===== src/sts_pkg.sv =====
// -----------------------------------------------------------------------------
// Siren tone sequencer package
// Mode and opcode codes, register map and shared types.
// -----------------------------------------------------------------------------
package sts_pkg;

  localparam int DIVISOR_W = 16;
  localparam int REG_IDX_W = 3;
  localparam int PADDR_W   = 5;

  typedef enum logic [2:0] {
    MODE_OFF    = 3'd0,
    MODE_ON     = 3'd1,
    MODE_BEEP   = 3'd2,
    MODE_WARN   = 3'd3,
    MODE_DANGER = 3'd4
  } mode_t;

  localparam logic [1:0] OP_TICK = 2'd0;
  localparam logic [1:0] OP_MODE = 2'd1;
  localparam logic [1:0] OP_BEEP = 2'd2;

  localparam logic [REG_IDX_W-1:0] REG_ON_FREQ    = 3'd0;
  localparam logic [REG_IDX_W-1:0] REG_BEEP_TIME  = 3'd1;
  localparam logic [REG_IDX_W-1:0] REG_WARN_MIN   = 3'd2;
  localparam logic [REG_IDX_W-1:0] REG_WARN_MAX   = 3'd3;
  localparam logic [REG_IDX_W-1:0] REG_WARN_SWEEP = 3'd4;
  localparam logic [REG_IDX_W-1:0] REG_DNG_MIN    = 3'd5;
  localparam logic [REG_IDX_W-1:0] REG_DNG_MAX    = 3'd6;
  localparam logic [REG_IDX_W-1:0] REG_DNG_SWEEP  = 3'd7;

  localparam logic [15:0] RST_ON_FREQ    = 16'd2000;
  localparam logic [15:0] RST_BEEP_TIME  = 16'd100;
  localparam logic [15:0] RST_WARN_MIN   = 16'd1000;
  localparam logic [15:0] RST_WARN_MAX   = 16'd2000;
  localparam logic [31:0] RST_WARN_SWEEP = 32'd655370;
  localparam logic [15:0] RST_DNG_MIN    = 16'd2000;
  localparam logic [15:0] RST_DNG_MAX    = 16'd4000;
  localparam logic [31:0] RST_DNG_SWEEP  = 32'd327730;

  typedef struct packed {
    logic [15:0] on_freq_hz;
    logic [15:0] beep_time_ms;
    logic [15:0] warn_min_hz;
    logic [15:0] warn_max_hz;
    logic [31:0] warn_sweep;
    logic [15:0] danger_min_hz;
    logic [15:0] danger_max_hz;
    logic [31:0] danger_sweep;
  } cfg_t;

  typedef struct packed {
    logic busy;
    logic done;
  } div_status_t;

endpackage


===== src/sts_regs.sv =====
// -----------------------------------------------------------------------------
// Siren tone sequencer register file
// APB-style configuration registers with live read-back.
// -----------------------------------------------------------------------------
module sts_regs (
  input  logic                        clk,
  input  logic                        rst,
  input  logic                        psel,
  input  logic                        penable,
  input  logic                        pwrite,
  input  logic [sts_pkg::PADDR_W-1:0] paddr,
  input  logic [31:0]                 pwdata,
  output logic [31:0]                 prdata,
  output logic                        pready,
  output sts_pkg::cfg_t               cfg
);
  import sts_pkg::*;

  logic [REG_IDX_W-1:0] idx;
  logic                 wr_en;

  assign idx    = paddr[PADDR_W-1:2];
  assign wr_en  = psel & penable & pwrite;
  assign pready = 1'b1;

  always_ff @(posedge clk) begin
    if (rst) begin
      cfg.on_freq_hz    <= RST_ON_FREQ;
      cfg.beep_time_ms  <= RST_BEEP_TIME;
      cfg.warn_min_hz   <= RST_WARN_MIN;
      cfg.warn_max_hz   <= RST_WARN_MAX;
      cfg.warn_sweep    <= RST_WARN_SWEEP;
      cfg.danger_min_hz <= RST_DNG_MIN;
      cfg.danger_max_hz <= RST_DNG_MAX;
      cfg.danger_sweep  <= RST_DNG_SWEEP;
    end else if (wr_en) begin
      unique case (idx)
        REG_ON_FREQ:    cfg.on_freq_hz    <= pwdata[15:0];
        REG_BEEP_TIME:  cfg.beep_time_ms  <= pwdata[15:0];
        REG_WARN_MIN:   cfg.warn_min_hz   <= pwdata[15:0];
        REG_WARN_MAX:   cfg.warn_max_hz   <= pwdata[15:0];
        REG_WARN_SWEEP: cfg.warn_sweep    <= pwdata;
        REG_DNG_MIN:    cfg.danger_min_hz <= pwdata[15:0];
        REG_DNG_MAX:    cfg.danger_max_hz <= pwdata[15:0];
        REG_DNG_SWEEP:  cfg.danger_sweep  <= pwdata;
      endcase
    end
  end

  always_comb begin
    unique case (idx)
      REG_ON_FREQ:    prdata = {16'd0, cfg.on_freq_hz};
      REG_BEEP_TIME:  prdata = {16'd0, cfg.beep_time_ms};
      REG_WARN_MIN:   prdata = {16'd0, cfg.warn_min_hz};
      REG_WARN_MAX:   prdata = {16'd0, cfg.warn_max_hz};
      REG_WARN_SWEEP: prdata = cfg.warn_sweep;
      REG_DNG_MIN:    prdata = {16'd0, cfg.danger_min_hz};
      REG_DNG_MAX:    prdata = {16'd0, cfg.danger_max_hz};
      REG_DNG_SWEEP:  prdata = cfg.danger_sweep;
    endcase
  end

endmodule


===== src/sts_divider.sv =====
// -----------------------------------------------------------------------------
// Siren tone sequencer serial divider
// Radix-2 restoring divider, one quotient bit per cycle.
// -----------------------------------------------------------------------------
module sts_divider #(
  parameter int DIV_W = 20
) (
  input  logic                          clk,
  input  logic                          rst,
  input  logic                          start,
  input  logic [DIV_W-1:0]              dividend,
  input  logic [sts_pkg::DIVISOR_W-1:0] divisor,
  output sts_pkg::div_status_t          status,
  output logic [DIV_W-1:0]              quotient
);
  import sts_pkg::*;

  localparam int CNT_W = $clog2(DIV_W + 1);

  logic [CNT_W-1:0]     cnt;
  logic                 busy;
  logic                 done;
  logic [DIVISOR_W-1:0] rem;
  logic [DIVISOR_W-1:0] dvs;
  logic [DIV_W-1:0]     quo;
  logic [DIVISOR_W:0]   rem_sh;
  logic [DIVISOR_W:0]   rem_dif;
  logic                 ge;

  // Shift the next dividend bit into the partial remainder, try a subtract.
  assign rem_sh  = {rem, quo[DIV_W-1]};
  assign ge      = rem_sh >= {1'b0, dvs};
  assign rem_dif = rem_sh - {1'b0, dvs};

  always_ff @(posedge clk) begin
    if (rst) begin
      busy <= 1'b0;
      done <= 1'b0;
      cnt  <= '0;
    end else begin
      done <= 1'b0;
      if (start) begin
        busy <= 1'b1;
        cnt  <= CNT_W'(DIV_W);
      end else if (busy) begin
        cnt <= cnt - CNT_W'(1);
        if (cnt == CNT_W'(1)) begin
          busy <= 1'b0;
          done <= 1'b1;
        end
      end
    end
  end

  always_ff @(posedge clk) begin
    if (start) begin
      rem <= '0;
      dvs <= divisor;
      quo <= dividend;
    end else if (busy) begin
      rem <= ge ? rem_dif[DIVISOR_W-1:0] : rem_sh[DIVISOR_W-1:0];
      quo <= {quo[DIV_W-2:0], ge};
    end
  end

  assign status.busy = busy;
  assign status.done = done;
  assign quotient    = quo;

endmodule


===== src/siren_tone_sequencer.sv =====
// Flow: an accepted beat with no tone to compute goes through ST_FINISH to its
// result beat; one with a tone goes through ST_DIV_CLK, ST_DIV_DUTY and ST_FINISH.
// A new beat is taken only in ST_IDLE, after the last result beat is loaded;
// a tone takes one pass through the serial divider (DIV_W bits, DIV_W =
// max(clog2(TIMER_CLOCK_HZ+1), 16)), and a result beat may wait for m_tready.
// Reset: synchronous, active high; clears mode, sweep, timers, timer registers
// and the output valid, and loads the configuration register defaults.
// -----------------------------------------------------------------------------
// Siren tone sequencer
// Buzzer mode controller: off, on, beep, warning and danger sweep alarms,
// driving PWM reload (shared serial divider) and compare (reload / DUTY_DIVISOR).
// -----------------------------------------------------------------------------
module siren_tone_sequencer #(
  parameter int TIMER_CLOCK_HZ = 1000000,
  parameter int RELOAD_MAX     = 65535,
  parameter int DUTY_DIVISOR   = 2
) (
  input  logic                        clk,
  input  logic                        rst,
  // configuration port
  input  logic                        psel,
  input  logic                        penable,
  input  logic                        pwrite,
  input  logic [sts_pkg::PADDR_W-1:0] paddr,
  input  logic [31:0]                 pwdata,
  output logic [31:0]                 prdata,
  output logic                        pready,
  // input stream
  input  logic                        s_tvalid,
  output logic                        s_tready,
  input  logic [39:0]                 s_tdata,  // new_mode[2:0], now_ms[34:3], zero pad
  input  logic [1:0]                  s_tuser,  // opcode[1:0]
  // result stream
  output logic                        m_tvalid,
  input  logic                        m_tready,
  output logic [55:0]                 m_tdata   // mode[2:0], tone_freq_hz[18:3],
                                                // reload_value[34:19],
                                                // compare_value[50:35], zero pad
);
  import sts_pkg::*;

  // The divider has to hold the whole timer clock as a dividend, and at least
  // the 16 bits of a reload value as a quotient.
  localparam int CLK_W = $clog2(TIMER_CLOCK_HZ + 1);
  localparam int DIV_W = (CLK_W > 16) ? CLK_W : 16;

  // Duty divide by reciprocal: q = (r * DUTY_MUL) >> (16 + DUTY_SH), exact for
  // every 16-bit reload.
  localparam int          DUTY_SH  = $clog2(DUTY_DIVISOR);
  localparam logic [16:0] DUTY_MUL = 17'(((64'd1 << (16 + DUTY_SH)) +
                                          64'(DUTY_DIVISOR) - 64'd1) /
                                         64'(DUTY_DIVISOR));

  typedef enum logic [1:0] {
    ST_IDLE,
    ST_DIV_CLK,
    ST_DIV_DUTY,
    ST_FINISH
  } state_t;

  cfg_t        cfg;
  div_status_t div_stat;
  state_t      state;

  mode_t       cur_mode;
  logic [15:0] sweep_freq;
  logic        sweep_down;
  logic [31:0] last_step_ms;
  logic [31:0] beep_start_ms;
  logic [15:0] reload_reg;
  logic [15:0] compare_reg;

  // Input fields
  logic [1:0]  opcode;
  logic [2:0]  new_mode;
  logic [31:0] now_ms;
  logic        accept;

  assign opcode   = s_tuser;
  assign new_mode = s_tdata[2:0];
  assign now_ms   = s_tdata[34:3];
  assign s_tready = (state == ST_IDLE);
  assign accept   = s_tvalid & s_tready;

  // ---------------------------------------------------------------------------
  // Configuration registers
  // ---------------------------------------------------------------------------
  sts_regs u_regs (
    .clk     (clk),
    .rst     (rst),
    .psel    (psel),
    .penable (penable),
    .pwrite  (pwrite),
    .paddr   (paddr),
    .pwdata  (pwdata),
    .prdata  (prdata),
    .pready  (pready),
    .cfg     (cfg)
  );

  // ---------------------------------------------------------------------------
  // Item decode: everything but the divides settles at the accept edge.
  // ---------------------------------------------------------------------------
  logic        in_alarm;
  logic [15:0] lo_hz;
  logic [15:0] hi_hz;
  logic [31:0] sweep_cfg;
  logic [31:0] beep_elapsed;
  logic [31:0] step_elapsed;
  logic        beep_expired;
  logic        step_due;
  logic signed [17:0] step_sum;
  logic        step_hit_hi;
  logic        step_hit_lo;
  logic        nm_valid;

  mode_t       mode_next;
  logic [15:0] sweep_freq_next;
  logic        sweep_down_next;
  logic [31:0] last_step_next;
  logic [31:0] beep_start_next;
  logic        tone_go;      // play a tone of tone_f
  logic [15:0] tone_f;
  logic        silence;      // zero compare only
  logic        div_go;
  logic        compare_zero;

  assign in_alarm     = (cur_mode == MODE_WARN) || (cur_mode == MODE_DANGER);
  assign lo_hz        = (cur_mode == MODE_DANGER) ? cfg.danger_min_hz : cfg.warn_min_hz;
  assign hi_hz        = (cur_mode == MODE_DANGER) ? cfg.danger_max_hz : cfg.warn_max_hz;
  assign sweep_cfg    = (cur_mode == MODE_DANGER) ? cfg.danger_sweep  : cfg.warn_sweep;

  // Wrapping time differences
  assign beep_elapsed = now_ms - beep_start_ms;
  assign step_elapsed = now_ms - last_step_ms;
  assign beep_expired = beep_elapsed >= {16'd0, cfg.beep_time_ms};
  assign step_due     = step_elapsed >= {16'd0, sweep_cfg[31:16]};

  // Signed sum so a step below zero still clamps at the low end.
  assign step_sum = sweep_down ?
                    ($signed({2'b00, sweep_freq}) - $signed({2'b00, sweep_cfg[15:0]})) :
                    ($signed({2'b00, sweep_freq}) + $signed({2'b00, sweep_cfg[15:0]}));
  assign step_hit_hi = step_sum >= $signed({2'b00, hi_hz});
  assign step_hit_lo = step_sum <= $signed({2'b00, lo_hz});

  assign nm_valid = (new_mode <= 3'(MODE_DANGER)) && (new_mode != 3'(cur_mode));

  always_comb begin
    mode_next       = cur_mode;
    sweep_freq_next = sweep_freq;
    sweep_down_next = sweep_down;
    last_step_next  = last_step_ms;
    beep_start_next = beep_start_ms;
    tone_go         = 1'b0;
    tone_f          = cfg.on_freq_hz;
    silence         = 1'b0;
    unique case (opcode)
      OP_TICK: begin
        if (cur_mode == MODE_BEEP) begin
          // Beep times out to off.
          if (beep_expired) begin
            mode_next = MODE_OFF;
            silence   = 1'b1;
          end
        end else if (in_alarm && step_due) begin
          // Advance the triangle sweep; the high end is tested first.
          last_step_next = now_ms;
          tone_go        = 1'b1;
          if (step_hit_hi) begin
            sweep_freq_next = hi_hz;
            sweep_down_next = 1'b1;
          end else if (step_hit_lo) begin
            sweep_freq_next = lo_hz;
            sweep_down_next = 1'b0;
          end else begin
            sweep_freq_next = step_sum[15:0];
          end
          tone_f = sweep_freq_next;
        end
      end
      OP_MODE: begin
        if (nm_valid) begin
          mode_next = mode_t'(new_mode);
          if (mode_t'(new_mode) == MODE_OFF) begin
            silence = 1'b1;
          end else if (mode_t'(new_mode) == MODE_ON) begin
            tone_go = 1'b1;
          end else if (mode_t'(new_mode) == MODE_BEEP) begin
            beep_start_next = now_ms;
            tone_go         = 1'b1;
          end else begin
            // Enter an alarm at its low end, sweeping upward.
            sweep_freq_next = (mode_t'(new_mode) == MODE_DANGER) ?
                              cfg.danger_min_hz : cfg.warn_min_hz;
            sweep_down_next = 1'b0;
            last_step_next  = now_ms;
            tone_go         = 1'b1;
            tone_f          = sweep_freq_next;
          end
        end
      end
      OP_BEEP: begin
        // Ignored during an alarm; restarts a running beep.
        if (!in_alarm) begin
          mode_next       = MODE_BEEP;
          beep_start_next = now_ms;
          tone_go         = 1'b1;
        end
      end
      default: begin
      end
    endcase
  end

  assign div_go       = tone_go && (tone_f != 16'd0);
  assign compare_zero = silence || (tone_go && (tone_f == 16'd0));

  // ---------------------------------------------------------------------------
  // Shared divider: TIMER_CLOCK_HZ / f; the duty step multiplies by a constant.
  // ---------------------------------------------------------------------------
  logic                 div_start;
  logic [DIV_W-1:0]     div_dividend;
  logic [DIVISOR_W-1:0] div_divisor;
  logic [DIV_W-1:0]     div_quo;
  logic [DIV_W-1:0]     quo_minus;
  logic [15:0]          reload_calc;
  logic [32:0]          duty_prod;
  logic [15:0]          compare_calc;

  assign div_start    = accept && div_go;
  assign div_dividend = DIV_W'(TIMER_CLOCK_HZ);
  assign div_divisor  = tone_f;

  sts_divider #(
    .DIV_W (DIV_W)
  ) u_div (
    .clk      (clk),
    .rst      (rst),
    .start    (div_start),
    .dividend (div_dividend),
    .divisor  (div_divisor),
    .status   (div_stat),
    .quotient (div_quo)
  );

  // Reload = quotient - 1, held at zero for a zero quotient, saturated at the top.
  assign quo_minus   = div_quo - DIV_W'(1);
  assign reload_calc = (div_quo == '0) ? 16'd0 :
                       (quo_minus > DIV_W'(RELOAD_MAX)) ? 16'(RELOAD_MAX) :
                       quo_minus[15:0];

  // Compare = reload / DUTY_DIVISOR from the latched reload.
  assign duty_prod    = {17'd0, reload_reg} * {16'd0, DUTY_MUL};
  assign compare_calc = 16'(duty_prod >> (16 + DUTY_SH));

  // ---------------------------------------------------------------------------
  // Sequencer and result register
  // ---------------------------------------------------------------------------
  logic [15:0] tone_out;

  assign tone_out = in_alarm ? sweep_freq : 16'd0;

  always_ff @(posedge clk) begin
    if (rst) begin
      state         <= ST_IDLE;
      cur_mode      <= MODE_OFF;
      sweep_freq    <= '0;
      sweep_down    <= 1'b0;
      last_step_ms  <= '0;
      beep_start_ms <= '0;
      reload_reg    <= '0;
      compare_reg   <= '0;
      m_tvalid      <= 1'b0;
    end else begin
      // Drop the result once taken, unless a new one loads below.
      if (m_tvalid && m_tready && (state != ST_FINISH)) begin
        m_tvalid <= 1'b0;
      end
      unique case (state)
        ST_IDLE: begin
          if (accept) begin
            cur_mode      <= mode_next;
            sweep_freq    <= sweep_freq_next;
            sweep_down    <= sweep_down_next;
            last_step_ms  <= last_step_next;
            beep_start_ms <= beep_start_next;
            if (compare_zero) begin
              compare_reg <= '0;
            end
            state <= div_go ? ST_DIV_CLK : ST_FINISH;
          end
        end
        ST_DIV_CLK: begin
          // Latch reload once the divide is done.
          if (div_stat.done) begin
            reload_reg <= reload_calc;
            state      <= ST_DIV_DUTY;
          end
        end
        ST_DIV_DUTY: begin
          compare_reg <= compare_calc;
          state       <= ST_FINISH;
        end
        ST_FINISH: begin
          // Hold until the result register is free.
          if (!m_tvalid || m_tready) begin
            m_tvalid <= 1'b1;
            m_tdata  <= {5'd0, compare_reg, reload_reg, tone_out, 3'(cur_mode)};
            state    <= ST_IDLE;
          end
        end
        default: begin
          state <= ST_IDLE;
        end
      endcase
    end
  end

endmodule


===== config.mk =====
export PLATFORM = sky130hd
export DESIGN_NAME = siren_tone_sequencer
export DESIGN_NICKNAME = d
export VERILOG_FILES = /design/src/sts_pkg.sv /design/src/sts_regs.sv /design/src/sts_divider.sv /design/src/siren_tone_sequencer.sv
export SDC_FILE = /design/constraint.sdc
export NUM_CORES = 1
export LEC_CHECK = 0
export BUFFER_PORTS_ARGS = -buffer_cell sky130_fd_sc_hd__clkbuf_2
export CAP_MARGIN = 20
export CORE_AREA = 3 3 230 232
export DETAILED_ROUTE_END_ITERATION = 12
export DIE_AREA = 0 0 233 235
export PLACE_DENSITY = 0.68
export SYNTH_ARGS = -nofsm -noshare
export SYNTH_HDL_FRONTEND = slang
export SYNTH_SLANG_ARGS = --single-unit

===== constraint.sdc =====
create_clock -name clk -period 8.9 [get_ports clk]
set_input_delay 1.335 -clock clk [delete_from_list [all_inputs] [get_ports clk]]
set_output_delay 1.335 -clock clk [all_outputs]
set_load 0.01 [all_outputs]

# Yosys cells after proc, flatten, opt, wreduce, memory -nomap -nowiden
# Index checks and enable logic that the tools add are counted.
[op_classes]
add_sub_neg = 7
multipliers = 0
div_mod_pow = 0
n_lt_le_gt_ge = 7
n_eq_ne = 36
n_shift = 0
n_mux = 80
bitwise = 5
n_reduce_logical = 41
[ops]
columns = ["op", "n"]
rows = [
  ["32-bit 2-to-1 mux", 12],
  ["16-bit 2-to-1 mux", 22],
  ["32-bit one-hot mux with 8 select lines", 1],
  ["32-bit one-hot mux with 2 select lines", 2],
  ["16-bit one-hot mux with 2 select lines", 3],
  ["32-bit by 16-bit >= comparator with 1-bit output", 2],
  ["32-bit subtractor", 2],
  ["1-bit 2-to-1 mux", 24],
  ["2-bit inequality test, second input constant", 12],
  ["20-bit by 16-bit > comparator with 1-bit output, second input constant", 1],
  ["20-bit zero test", 1],
  ["20-bit by 1-bit subtractor with 20-bit output, second input constant", 1],
  ["3-bit == test, second input constant", 6],
  ["18-bit by 17-bit >= comparator with 1-bit output", 1],
  ["18-bit by 17-bit <= comparator with 1-bit output", 1],
  ["18-bit 2-to-1 mux", 1],
  ["2-bit AND reduction", 9],
  ["16-bit by 16-bit adder with 17-bit output", 1],
  ["17-bit by 16-bit >= comparator with 1-bit output", 1],
  ["16-bit by 16-bit subtractor with 17-bit output", 1],
  ["16-bit zero test", 1],
  ["16-bit nonzero test", 1],
  ["16-bit subtractor", 1],
  ["3-bit by 2-bit == test with 1-bit output, second input constant", 5],
  ["32 further kinds", 64],
]
[totals]
regBits = 389
latch_bits = 0
ram_bits = 0
mem_bits_ro = 0
inputBits = 86
output_inout_bits = 91
wordCells = 202
mem_count = 0

# Logic depth before layout (Yosys ltp)
# Gate-level depths: netlist of run 1.
[depth]
ltp_word = 16
mapped_depth = 32
depth_no_buf = 27

# By module
# Synthesis of run 1 repeated with hierarchy kept, for this count alone.
[hier_totals]
cells_unflattened = 3100
area_unflattened_um2 = 26230.2
[by_module_without_submodules]
columns = ["mod", "n_inst", "cells_per_inst", "area_each_um2", "seq_area_each_um2"]
rows = [
  ["siren_tone_sequencer", 1, 1931, 15507.4, 3863.7],
  ["sts_regs", 1, 885, 7533.5, 3203.1],
  ["sts_divider", 1, 284, 3189.3, 1541.5],
]

# Least setup slack after synthesis of run 1
# OpenSTA, ideal clock, no wires.
[synth_timing]
path_kind = "register to register"
startpoint = "register cur_mode[2]"
endpoint = "register u_div.dvs[0], enable pin"
setup_time_ns = 0.381
t_arrival_ns = 7.617
t_required_ns = 8.519
setup_slack_ns = 0.902
stages_incl_launch_ff = 28
n_path_buf = 5
period_less_slack_ns = 7.998
path_cell_list = "dfxtp_1 > nor3b_1 > clkbuf_1 > buf_1 > clkbuf_1 > mux2_2 > ha_1 > fa_1 > o21ba_2 > a2111o_1 > a211oi_1 > a21oi_1 > xnor2_1 > ha_1 > o21ai_0 > nor2_1 > o41ai_1 > nand3b_1 > clkbuf_1 > o21ai_1 > a222oi_1 > a221oi_1 > nand4_1 > o31ai_1 > nand3b_1 > o31ai_1 > inv_2 > clkbuf_1"
[synth_between]
elab_chain_cells = 13
word_cells_on_any_way = 30
classes_between = "add/sub (2); order compare (3); eq/ne (4); mux (15); reduce/logical (6)"
[synth_lines]
columns = ["item", "line", "rtl"]
rows = [
  ["from (decl)", "siren_tone_sequencer.sv:65", "mode_t cur_mode;"],
  ["from (signal assigned)", "siren_tone_sequencer.sv:282", "cur_mode <= mode_next;"],
  ["3-bit == test", "--", ""],
  ["32-bit 2-to-1 mux", "siren_tone_sequencer.sv:131", "assign sweep_cfg = (cur_mode == MODE_DANGER) ? cfg.danger_sweep : cfg.warn_sweep;"],
  ["16-bit by 16-bit adder with 17-bit output or 16-bit by 16-bit subtractor with 17-bit output (tied branches)", "siren_tone_sequencer.sv:142, siren_tone_sequencer.sv:141", ""],
  ["18-bit 2-to-1 mux", "siren_tone_sequencer.sv:140", "assign step_sum = sweep_down ?"],
  ["18-bit by 17-bit <= comparator with 1-bit output", "siren_tone_sequencer.sv:144", "assign step_hit_lo = step_sum <= $signed({2'b00, lo_hz});"],
  ["16-bit 2-to-1 mux", "siren_tone_sequencer.sv:172", "end else if (step_hit_lo) begin"],
  ["16-bit 2-to-1 mux", "siren_tone_sequencer.sv:169", "if (step_hit_hi) begin"],
  ["16-bit 2-to-1 mux", "siren_tone_sequencer.sv:165", "end else if (in_alarm && step_due) begin"],
  ["16-bit 2-to-1 mux", "siren_tone_sequencer.sv:159", "if (cur_mode == MODE_BEEP) begin"],
  ["16-bit one-hot mux with 2 select lines", "siren_tone_sequencer.sv:157", "unique case (opcode)"],
  ["16-bit nonzero test", "siren_tone_sequencer.sv:215", "assign div_go = tone_go && (tone_f != 16'd0);"],
  ["1-bit logical AND *", "siren_tone_sequencer.sv:215", ""],
  ["1-bit logical AND *", "siren_tone_sequencer.sv:230", "assign div_start = accept && div_go;"],
  ["net div_start", "siren_tone_sequencer.sv:221", "logic div_start;"],
  ["to (signal assigned)", "sts_divider.sv:58", "dvs <= divisor;"],
  ["to (decl)", "sts_divider.sv:24", "logic [DIVISOR_W-1:0] dvs;"],
]
# The timed path passes the listed nets; every way through them passes the cells marked *.
# A chain may end at the register's enable or synchronous reset.

# Worst setup path after layout of run 1
[layout_timing]
startpoint = "register cur_mode[2]"
endpoint = "register u_div.rem[2]"
[layout_between]
elab_chain_cells = 13
word_cells_on_any_way = 30
classes_between = "add/sub (2); order compare (3); eq/ne (4); mux (15); reduce/logical (6)"
[layout_lines]
columns = ["item", "line", "rtl"]
rows = [
  ["3-bit == test", "--", ""],
  ["32-bit 2-to-1 mux", "siren_tone_sequencer.sv:131", ""],
  ["16-bit by 16-bit adder with 17-bit output or 16-bit by 16-bit subtractor with 17-bit output (tied branches)", "siren_tone_sequencer.sv:142, siren_tone_sequencer.sv:141", ""],
  ["18-bit 2-to-1 mux", "siren_tone_sequencer.sv:140", ""],
  ["18-bit by 17-bit <= comparator with 1-bit output", "siren_tone_sequencer.sv:144", ""],
  ["16-bit 2-to-1 mux", "siren_tone_sequencer.sv:172", ""],
  ["16-bit 2-to-1 mux", "siren_tone_sequencer.sv:169", ""],
  ["16-bit 2-to-1 mux", "siren_tone_sequencer.sv:165", ""],
  ["16-bit 2-to-1 mux", "siren_tone_sequencer.sv:159", ""],
  ["16-bit one-hot mux with 2 select lines", "siren_tone_sequencer.sv:157", ""],
  ["16-bit nonzero test", "siren_tone_sequencer.sv:215", ""],
  ["1-bit logical AND *", "siren_tone_sequencer.sv:215", ""],
  ["1-bit logical AND *", "siren_tone_sequencer.sv:230", ""],
  ["to (signal assigned)", "sts_divider.sv:61", "rem <= ge ? rem_dif[DIVISOR_W-1:0] : rem_sh[DIVISOR_W-1:0];"],
  ["to (decl)", "sts_divider.sv:23", "logic [DIVISOR_W-1:0] rem;"],
]
# Mark *: on every way between the ends. The rest lies on a longest branch, timed or not.

==> impl_metrics.yaml, run 1 <==
outcome:
  status: "completed"
logic_synthesis:
  ys_ff_latch: 387
  yosysMostFrequentCell: "nand2_1"
  synth_xor_area_share_pct: 2.89
  synthTopCellsByCount: "nand2_1, a21oi_1, dfxtp_1, nor2_1, ha_1"
  synthSimpleGateAreaFrac_pct: 21.0
  synth_top_cell_by_area: "dfxtp_1"
  yosys_warnings: 0
  synth_compound_area_share_pct: 20.0
  yosysSeqAreaShare_pct: 33.0
  ys_types: 98
  synth.top_cell.area_share_pct: 25.2
  synth-async-reset-ratio_pct: 0
  synthMuxAreaShare_pct: 7.74
  ys.flop_type: "dfxtp_1"
  synth-edff-count: 66
  synth_area_leaders: "dfxtp_1, ha_1, nand2_1"
  synth_fa_ha_area_share_pct: 9.67
  netlist_instances: 3156
  syn-mean-instance-area_um2: 8.07
  synth_top_family_by_area: "simple AND/OR/NAND/NOR gates"
  syn_area_um2: 25500
timing:
  slew-limit-headroom_pct: 27.5
  fmax_mhz: 123
  period_needed_ns: 8.10
  finalSetupViolations: 0
  finalClockSkew_ns: 0.0294
  timing.final.crit_share_pct: 91.0
  tightestPinTransition_ns: 1.09
  holdWs_ns: 0.431
  slew_violations: 0
  rsz0062_at_grt: "no"
  fin_tns_setup_ns: 0
  final_hold_viol_count: 0
cts:
  tritoncts: "yes"
  path_clk_slew_ns: 0.07
  cts-root-buf: "clkbuf_16"
  numCtsBuffers: 46
  htree_levels: 2
  post_cts_buffers: 0
  postCtsHoldBufs: 0
  clock_sinks: 387
  post_cts_resized: 0
  cts_max_path_buffers: 3
  clk-insertion-delay-late_ns: 0.61
placed_design:
  routabilityCongestion: 0.983
  dpl.hpwl_um: 60200
  io_buffers: 162
  placed_cell_area_um2: 26700
critical_path:
  r2r_setup_slack_ns: 0.80
  critPathCaptureType: "flop"
  arrival_ns: 8.60
  startpoint: "cur_mode[2]$_SDFFE_PP0P_"
  start_kind: "flop"
  worstPathMaxFanout: 45
  critPathRequiredTime_ns: 9.40
  path_class: "flop to flop"
  regToRegStartpoint: "cur_mode[2]$_SDFFE_PP0P_"
power_and_ir_drop:
  switching_share_pct: 33.2
  power.share.combinational_pct: 27.8
  irDropWorstVdd_mv: 0.180
  p_leak_nw: 10.9
  netSwitchingPower_mw: 1.91
  seqPwrFrac_pct: 35.5
  power.density_nw_per_um2: 202
  pwr-share-clk_pct: 36.8
  internal-power_mw: 3.83
die:
  design.die.area_um2: 54800
  num_io_pins: 177
  die_w_um: 233
  num_rows: 83
  core_area_um2: 51200
  die_h_um: 235
  initial_core_util_pct: 49.8
route:
  drt-initial-drc-count: 2019
  dr.pass1.iters: 6
  wl_um: 81300
  wl_per_cell_um: 20.6
  routed_via_density: 5.89
  drc: 0
  drtAntennaViolNets: 0
  vias: 23200
cells_and_area:
  n_antenna_cell: 0
  nets: 3499
  syn2layout_area_growth_pct: 11.6
  regMostFlops: "u_regs.cfg"
  drive_gt1_share_pct: 11.1
  largest_reg_flops: 160
  nFillCells: 4805
  reg_top3: "u_regs.cfg: 160 flops, m_tdata: 50 flops"
  final_area_um2: 28400
worst_hold_path:
  min_from: "compare_reg[4]$_SDFFE_PP0P_"
  hold_class: "flop to flop"
global_routing:
  grt.overflow.total: 0
  grt_antenna_before_repair: 3
  grt_pass1_vias: 22100
  grt_max_degree: 145
  grtUsageTotal_pct: 28.8
  grt_pass1_wl_um: 125000
job:
  maxCapViolations: 0
[worst max-delay path, cell delays in order (launching register included)]
cell	delay, ns
dfxtp_1	0.43
nor3b_2	0.27
buf_12	0.32
mux2_2	0.47
ha_1	0.47
nor2b_1	0.13
o311a_1	0.34
a211oi_1	0.29
a2111oi_0	0.15
o31a_1	0.31
nor3_1	0.23
xor2_1	0.42
ha_1	0.34
a2111oi_0	0.45
a31o_2	0.39
o211ai_1	0.18
o21ai_1	0.40
a222oi_1	0.26
a221oi_1	0.35
nand4_1	0.14
o31ai_1	0.45
nand3b_1	0.13
o31ai_1	0.26
buf_4	0.24
inv_2	0.09
buf_12	0.18
a211oi_1	0.20
[power by group through the flow]
stage / clock network (mW) / logic, mW / registers, mW
after floorplan: 0 / 1.19 / 2.04
after global placement: 0 / 1.54 / 2.07
after detailed placement: 0 / 1.57 / 2.07
after CTS: 2.14 / 1.58 / 2.04
after global routing: 2.21 / 1.77 / 2.06
final: 2.11 / 1.59 / 2.04
[cell families (layout without fill, tap and decap cells)]
kind of cell / Yosys count / after routing
and+or+nand+nor: 1153 / 1153
muxes: 180 / 180
xor gates and xnor gates: 84 / 84
adders and majority gates: 194 / 194
buffers and inverters: 363 / 459
other: 2 / 7
AOI/OAI and AO/OA: 793 / 793
DFF: 387 / 387
[worst paths after layout]
kind	cells past startpoint	endpoint
setup / recovery	26	u_div.rem[2]$_SDFFE_PP0P_
hold / removal	0	m_tdata[39]$_DFFE_PP_
setup reg to reg	26	u_div.rem[2]$_SDFFE_PP0P_
hold reg to reg	0	m_tdata[39]$_DFFE_PP_
[through the flow]
stage | setup WS [ns] | instances | utilization [%] | power, mW
global route | 0.0779 | 3937 | 55.5 | 6.04
finish | 0.801 | 3937 | 55.5 | 5.74
global placement | 1.02 | 3851 | 52.2 | 3.60
CTS | 0.867 | 3937 | 55.5 | 5.76
floorplan | 0.902 | 3161 | - | 3.24
detailed placement | 0.946 | 3851 | 52.2 | 3.64
[layer usage]
| metal | up-vias | part of all wire (%) | track usage [%] |
|---|---|---|---|
| met3 | 195 | 7.9 | 6.57 |
| met1 | 10900 | 43 | 37.9 |
| met5 | - | 0.042 | 0 |
| met2 | 874 | 45 | 45.6 |
| met4 | 6 | 4.2 | 11.8 |
| li1 | 11300 | - | - |
[cell usage in the layout, fill, tap and decap left out, types with 10 or more instances in the layout]
cell type	Yosys	final
inv_1	174	174
o211ai_1	30	30
a21boi_0	11	11
nand3_1	28	27
nor2_1	227	222
mux4_2	11	11
edfxtp_1	66	66
o21a_1	22	22
clkbuf_16	0	46
ha_1	189	189
a21o_1	46	46
o21ai_0	90	90
nand2b_1	51	51
a22oi_1	32	32
a31oi_1	14	14
o22ai_1	11	11
dfxtp_1	321	320
o21bai_1	12	12
a21oi_1	335	335
a211oi_1	45	45
nor4_1	26	25
nand3b_1	60	60
a221oi_1	12	12
clkbuf_2	15	161
bufinv_16	0	10
o31ai_1	18	18
mux2_2	27	27
xnor2_1	61	61
mux2i_1	142	142
nand2_1	547	547
a211o_1	13	13
buf_4	7	32
nor2b_1	45	45
and2_1	30	30
nor3_1	49	47
xor2_1	23	23
nand4_1	29	29
[final cells by class]
| class | count | area (µm²) | share of cell area, % |
|---|---|---|---|
| clock buffers | 54 | 1220 | 4.30 |
| clock inverters | 32 | 483 | 1.70 |
| inverters | 177 | 664 | 2.34 |
| multi-input cells | 2411 | 15700 | 55.2 |
| flip-flops and latches | 387 | 8410 | 29.6 |
| well taps | 680 | 851 | 2.99 |
| repair buffers | 196 | 1100 | 3.87 |
Note: power is estimated with default switching activity, not from simulation.
==> run 2: changes to the inputs <==
--- a/config.mk
+++ b/config.mk
@@ -8,9 +8,11 @@
 export BUFFER_PORTS_ARGS = -buffer_cell sky130_fd_sc_hd__clkbuf_2
 export CAP_MARGIN = 20
 export CORE_AREA = 3 3 230 232
+export CTS_BUF_LIST = sky130_fd_sc_hd__clkbuf_16
 export DETAILED_ROUTE_END_ITERATION = 12
 export DIE_AREA = 0 0 233 235
 export PLACE_DENSITY = 0.68
+export SKIP_LAST_GASP = 1
 export SYNTH_ARGS = -nofsm -noshare
 export SYNTH_HDL_FRONTEND = slang
 export SYNTH_SLANG_ARGS = --single-unit
==> impl_metrics.yaml, run 2 (synthesis gave the netlist of run 1 again) <==
outcome:
  status: "completed"
cells_and_area:
  largest_reg_flops: 160
  reg_top3: "u_regs.cfg: 160 flops, m_tdata: 50 flops"
  regMostFlops: "u_regs.cfg"
  final_cell_mix: "nand2_1, a21oi_1, dfxtp_1"
  nFillCells: 4812
  mostFrequentLayoutCell: "nand2_1"
  multi_input_area_um2: 15700
  drive_gt1_share_pct: 10.9
  seqCellArea_um2: 8410
  nets: 3499
  final_area_um2: 28400
  syn2layout_area_growth_pct: 11.4
  n_antenna_cell: 0
placed_design:
  placed_cell_area_um2: 26700
  dpl.hpwl_um: 60200
  routabilityCongestion: 0.983
  io_buffers: 162
  dp_slack_ns: 0.946
power_and_ir_drop:
  irDropWorstVdd_mv: 0.180
  p_total_mw: 5.70
  power.density_nw_per_um2: 201
  p_leak_nw: 10.9
timing:
  finalSetupViolations: 0
  slew_violations: 0
  finalClockSkew_ns: 0.0257
  setup_ws_ns: 0.739
  slew-limit-headroom_pct: 24.4
  final_hold_viol_count: 0
  period_needed_ns: 8.16
  timing.final.crit_share_pct: 91.7
  holdWs_ns: 0.431
  fin_tns_setup_ns: 0
  fmax_mhz: 123
  rsz0062_at_grt: "no"
  tightestPinTransition_ns: 1.13
cts:
  numCtsBuffers: 46
  cts-root-buf: "clkbuf_16"
  postCtsHoldBufs: 0
  post_cts_buffers: 0
  clk-insertion-delay-late_ns: 0.61
  post_cts_resized: 0
  tritoncts: "yes"
  cts_max_path_buffers: 3
  clock_sinks: 387
  path_clk_slew_ns: 0.07
  htree_levels: 2
die:
  num_rows: 83
  design.die.area_um2: 54800
  core_area_um2: 51200
  die_h_um: 235
  initial_core_util_pct: 49.8
  num_io_pins: 177
  die_w_um: 233
global_routing:
  grtUsageTotal_pct: 28.8
  grt_antenna_before_repair: 3
  grt.overflow.total: 0
  grt_pass1_vias: 22100
  grt_max_degree: 145
  grt_pass1_wl_um: 125000
critical_path:
  start_kind: "flop"
  critPathCaptureType: "flop"
  r2r_setup_slack_ns: 0.74
  worstPathMaxFanout: 45
  arrival_ns: 8.66
  cpMaxStageDelayCell: "a2111o_1"
  cpPeakStageDelay_ns: 0.48
  critPathRequiredTime_ns: 9.40
  path_class: "flop to flop"
route:
  wl_um: 81400
  drc: 0
  wl_per_cell_um: 20.7
  vias: 23300
  dr.pass1.iters: 6
  drt-initial-drc-count: 2168
  drtAntennaViolNets: 0
  routed_via_density: 5.91
worst_hold_path:
  hold_class: "flop to flop"
job:
  maxCapViolations: 0
-- run 2: worst paths after layout --
kind / from / end / cells past startpoint
min: compare_reg[4]$_SDFFE_PP0P_ / m_tdata[39]$_DFFE_PP_ / 0
min reg2reg: compare_reg[4]$_SDFFE_PP0P_ / m_tdata[39]$_DFFE_PP_ / 0
max: cur_mode[2]$_SDFFE_PP0P_ / u_div.rem[2]$_SDFFE_PP0P_ / 29
max reg2reg: cur_mode[2]$_SDFFE_PP0P_ / u_div.rem[2]$_SDFFE_PP0P_ / 29
-- run 2: final cells by class --
cell class / count / area share, %
clock buffers: 46 / 4.05
flip-flops and latches: 387 / 29.6
repair buffers: 196 / 3.87
multi-input cells: 2411 / 55.3
clock inverters: 40 / 1.81
well taps: 680 / 3.00
inverters: 177 / 2.34
-- run 2: worst max-delay path: cells and delay by family (launching register included) --
| kind | cells | cell delay, ns |
|---|---|---|
| AO/OA/AOI/OAI | 13 | 3.84 |
| adder cells (fa/ha/maj) | 3 | 1.00 |
| buffers and inverters | 5 | 0.94 |
| AND/OR/NAND/NOR | 6 | 0.92 |
| multiplexers | 1 | 0.47 |
| flip-flops | 1 | 0.43 |
| XOR/XNOR | 1 | 0.35 |
-- run 2: routing by layer --
metal | track usage [%] | routed length [µm] | up-vias
li1 | - | - | 11300
met1 | 37.9 | 34600 | 10900
met2 | 45.6 | 36700 | 896
met3 | 6.57 | 6590 | 200
met4 | 11.8 | 3490 | 6
met5 | 0 | 40 | -
-- run 2: metrics by stage --
step	cells	util [%]
finish	3937	55.5
global route	3937	55.5
CTS	3937	55.5
detailed placement	3851	52.2
global placement	3851	52.2
floorplan	3161	-
-- run 2: report_power, final --
group | leakage (nW) | switching, mW | total, mW | internal (mW)
logic | 6.82 | 0.966 | 1.60 | 0.630
clock network | 0.822 | 0.822 | 2.07 | 1.25
registers | 3.23 | 0.121 | 2.04 | 1.92
total | 10.9 | 1.91 | 5.70 | 3.80
==> run 3: changes to the inputs <==
--- a/config.mk
+++ b/config.mk
@@ -7,12 +7,13 @@
 export LEC_CHECK = 0
 export BUFFER_PORTS_ARGS = -buffer_cell sky130_fd_sc_hd__clkbuf_2
 export CAP_MARGIN = 20
-export CORE_AREA = 3 3 230 232
+export CORE_AREA = 3 3 234 236
 export CTS_BUF_LIST = sky130_fd_sc_hd__clkbuf_16
 export DETAILED_ROUTE_END_ITERATION = 12
-export DIE_AREA = 0 0 233 235
-export PLACE_DENSITY = 0.68
+export DIE_AREA = 0 0 237 239
+export PLACE_DENSITY = 0.67
 export SKIP_LAST_GASP = 1
 export SYNTH_ARGS = -nofsm -noshare
 export SYNTH_HDL_FRONTEND = slang
+export SYNTH_HIERARCHICAL = 1
 export SYNTH_SLANG_ARGS = --single-unit
==> impl_metrics.yaml, run 3 <==
power_and_ir_drop:
  power.share.combinational_pct: 26.2
  pwr-share-clk_pct: 36.4
  seqPwrFrac_pct: 37.4
  p_leak_nw: 11.1
  irDropWorstVdd_mv: 0.130
  p_total_mw: 5.30
  switching_share_pct: 32.4
  netSwitchingPower_mw: 1.72
  internal-power_mw: 3.58
  power.density_nw_per_um2: 183
cells_and_area:
  reg_top3: "u_regs/cfg: 160 flops, m_tdata: 50 flops"
  nets: 3465
  mostFrequentLayoutCell: "a21oi_1"
  final_area_um2: 28900
  syn2layout_area_growth_pct: 10.3
  largest_reg_flops: 160
  fin_util_pct: 54.9
  n_antenna_cell: 0
  final_cell_mix: "a21oi_1, dfxtp_1, nor2_1"
  regMostFlops: "u_regs/cfg"
  instances_no_fill: 3909
  drive_gt1_share_pct: 11.9
worst_hold_path:
  min_from: "compare_reg[0]$_SDFFE_PP0P_"
  hold_depth: 0
  holdPathEnd: "m_tdata[35]$_DFFE_PP_"
  hold_class: "flop to flop"
critical_path:
  reg2regPathDepth: 28
  critPathCaptureType: "flop"
  cpPeakStageDelay_ns: 0.59
  critPathRequiredTime_ns: 9.10
  crit_buf_inv: 3
  cpMaxStageDelayCell: "inv_1"
  start_kind: "flop"
  path_depth: 28
  arrival_ns: 8.47
  worstPathMaxFanout: 38
  critPathTopFamily: "compound AO/OA/AOI/OAI gates"
  path_class: "flop to flop"
  r2r-end: "u_div/quotient[14]$_DFFE_PP_"
  regToRegStartpoint: "cur_mode[2]$_SDFFE_PP0P_"
  r2r_setup_slack_ns: 0.63
route:
  drt-initial-drc-count: 2030
  dr.pass1.iters: 5
  wl_per_cell_um: 21.0
  wl_um: 82200
  drc: 0
  drtAntennaViolNets: 0
  routed_via_density: 6.08
  vias: 23800
cts:
  clock_sinks: 387
  post_cts_buffers: 0
  clk-insertion-delay-late_ns: 0.59
  cts_max_path_buffers: 3
  htree_levels: 2
  tritoncts: "yes"
  cts-root-buf: "clkbuf_16"
  postCtsHoldBufs: 0
  numCtsBuffers: 46
  path_clk_slew_ns: 0.06
global_routing:
  grt_max_degree: 130
  grt_pass1_vias: 22500
  grt.overflow.total: 0
  grt_antenna_before_repair: 2
  grtUsageTotal_pct: 27.9
  grt_pass1_wl_um: 128000
die:
  core_area_um2: 52700
  num_io_pins: 177
  design.die.area_um2: 56600
  num_rows: 84
  die_w_um: 237
  initial_core_util_pct: 49.8
  die_h_um: 239
timing:
  slew-limit-headroom_pct: 28.6
  timing.final.crit_share_pct: 92.9
  tightestPinTransition_ns: 1.07
  setup_ws_ns: 0.631
  final_hold_viol_count: 0
  period_needed_ns: 8.27
  fin_tns_setup_ns: 0
  holdWs_ns: 0.430
  slew_violations: 0
  rsz0062_at_grt: "no"
  fmax_mhz: 121
  finalClockSkew_ns: 0.0243
  finalSetupViolations: 0
placed_design:
  dp_slack_ns: 0.556
  dpl.hpwl_um: 60000
  routabilityCongestion: 0.960
  io_buffers: 162
  placed_cell_area_um2: 27300
  placed_cells: 3824
logic_synthesis:
  netlist_instances: 3099
  syn_area_um2: 26200
  syn-mean-instance-area_um2: 8.46
  yosys_warnings: 6
job:
  maxCapViolations: 0
outcome:
  status: "completed"
==> run 3: timing repair <==
action / 4_1_cts / 5_1_grt
endpoints found under the setup margin: 0 / 59
resized for setup: 0 / 1
hold endpoints to repair: 0 / 0
==> run 3: final cells by class <==
type | count | area, µm²
Clock buffer | 50 | 1250
Fill cell | 4913 | 23700
Timing Repair Buffer | 203 | 1160
Inverter | 179 | 672
Multi-Input combinational cell | 2368 | 16100
Tap cell | 688 | 861
Clock inverter | 34 | 300
Sequential cell | 387 | 8610
==> run 3: worst register-to-register path, delay by kind of cell, from the launching register on <==
kind                       cells  cell delay, ns
and+or+nand+nor                9            2.11
muxes                          2            0.61
xor gates and xnor gates       1            0.40
adders and majority gates      2            0.79
buffers and inverters          3            1.07
DFF                            1            0.44
AOI/OAI and AO/OA             11            2.48
==> run 3: power groups by stage <==
stage | logic, mW | clock network, mW | registers, mW
floorplan | 1.04 | 0 | 2.01
global route | 1.54 | 2.03 | 1.99
detailed placement | 1.36 | 0 | 2.02
finish | 1.39 | 1.93 | 1.98
CTS | 1.37 | 1.95 | 1.98
global placement | 1.33 | 0 | 2.01
==> run 3: routing by layer <==
| layer | global-route usage, % | vias up | wire length [µm] |
|---|---|---|---|
| met5 | 0 | - | 25 |
| met4 | 8.67 | 4 | 2690 |
| met3 | 5.00 | 148 | 6510 |
| met2 | 43.9 | 954 | 36700 |
| met1 | 39.1 | 11300 | 36300 |
| li1 | - | 11400 | - |
==> run 3: how the worst max path moves through the flow <==
| stage | startpoint | endpoint | slack (ns) |
|---|---|---|---|
| final | cur_mode[2]$_SDFFE_PP0P_ | u_div/quotient[14]$_DFFE_PP_ | 0.63 |
| after global routing | cur_mode[2]$_SDFFE_PP0P_ | u_div/quotient[14]$_DFFE_PP_ | 0.01 |
| after CTS | cur_mode[2]$_SDFFE_PP0P_ | u_div/quotient[14]$_DFFE_PP_ | 0.48 |
| after detailed placement | cur_mode[2]$_SDFFE_PP0P_ | u_div/quotient[13]$_DFFE_PP_ | 0.56 |
| after global placement | cur_mode[2]$_SDFFE_PP0P_ | u_div/quotient[12]$_DFFE_PP_ | 0.69 |
| after floorplan | cur_mode[2]$_SDFFE_PP0P_ | u_div/quotient[10]$_DFFE_PP_ | 0.07 |
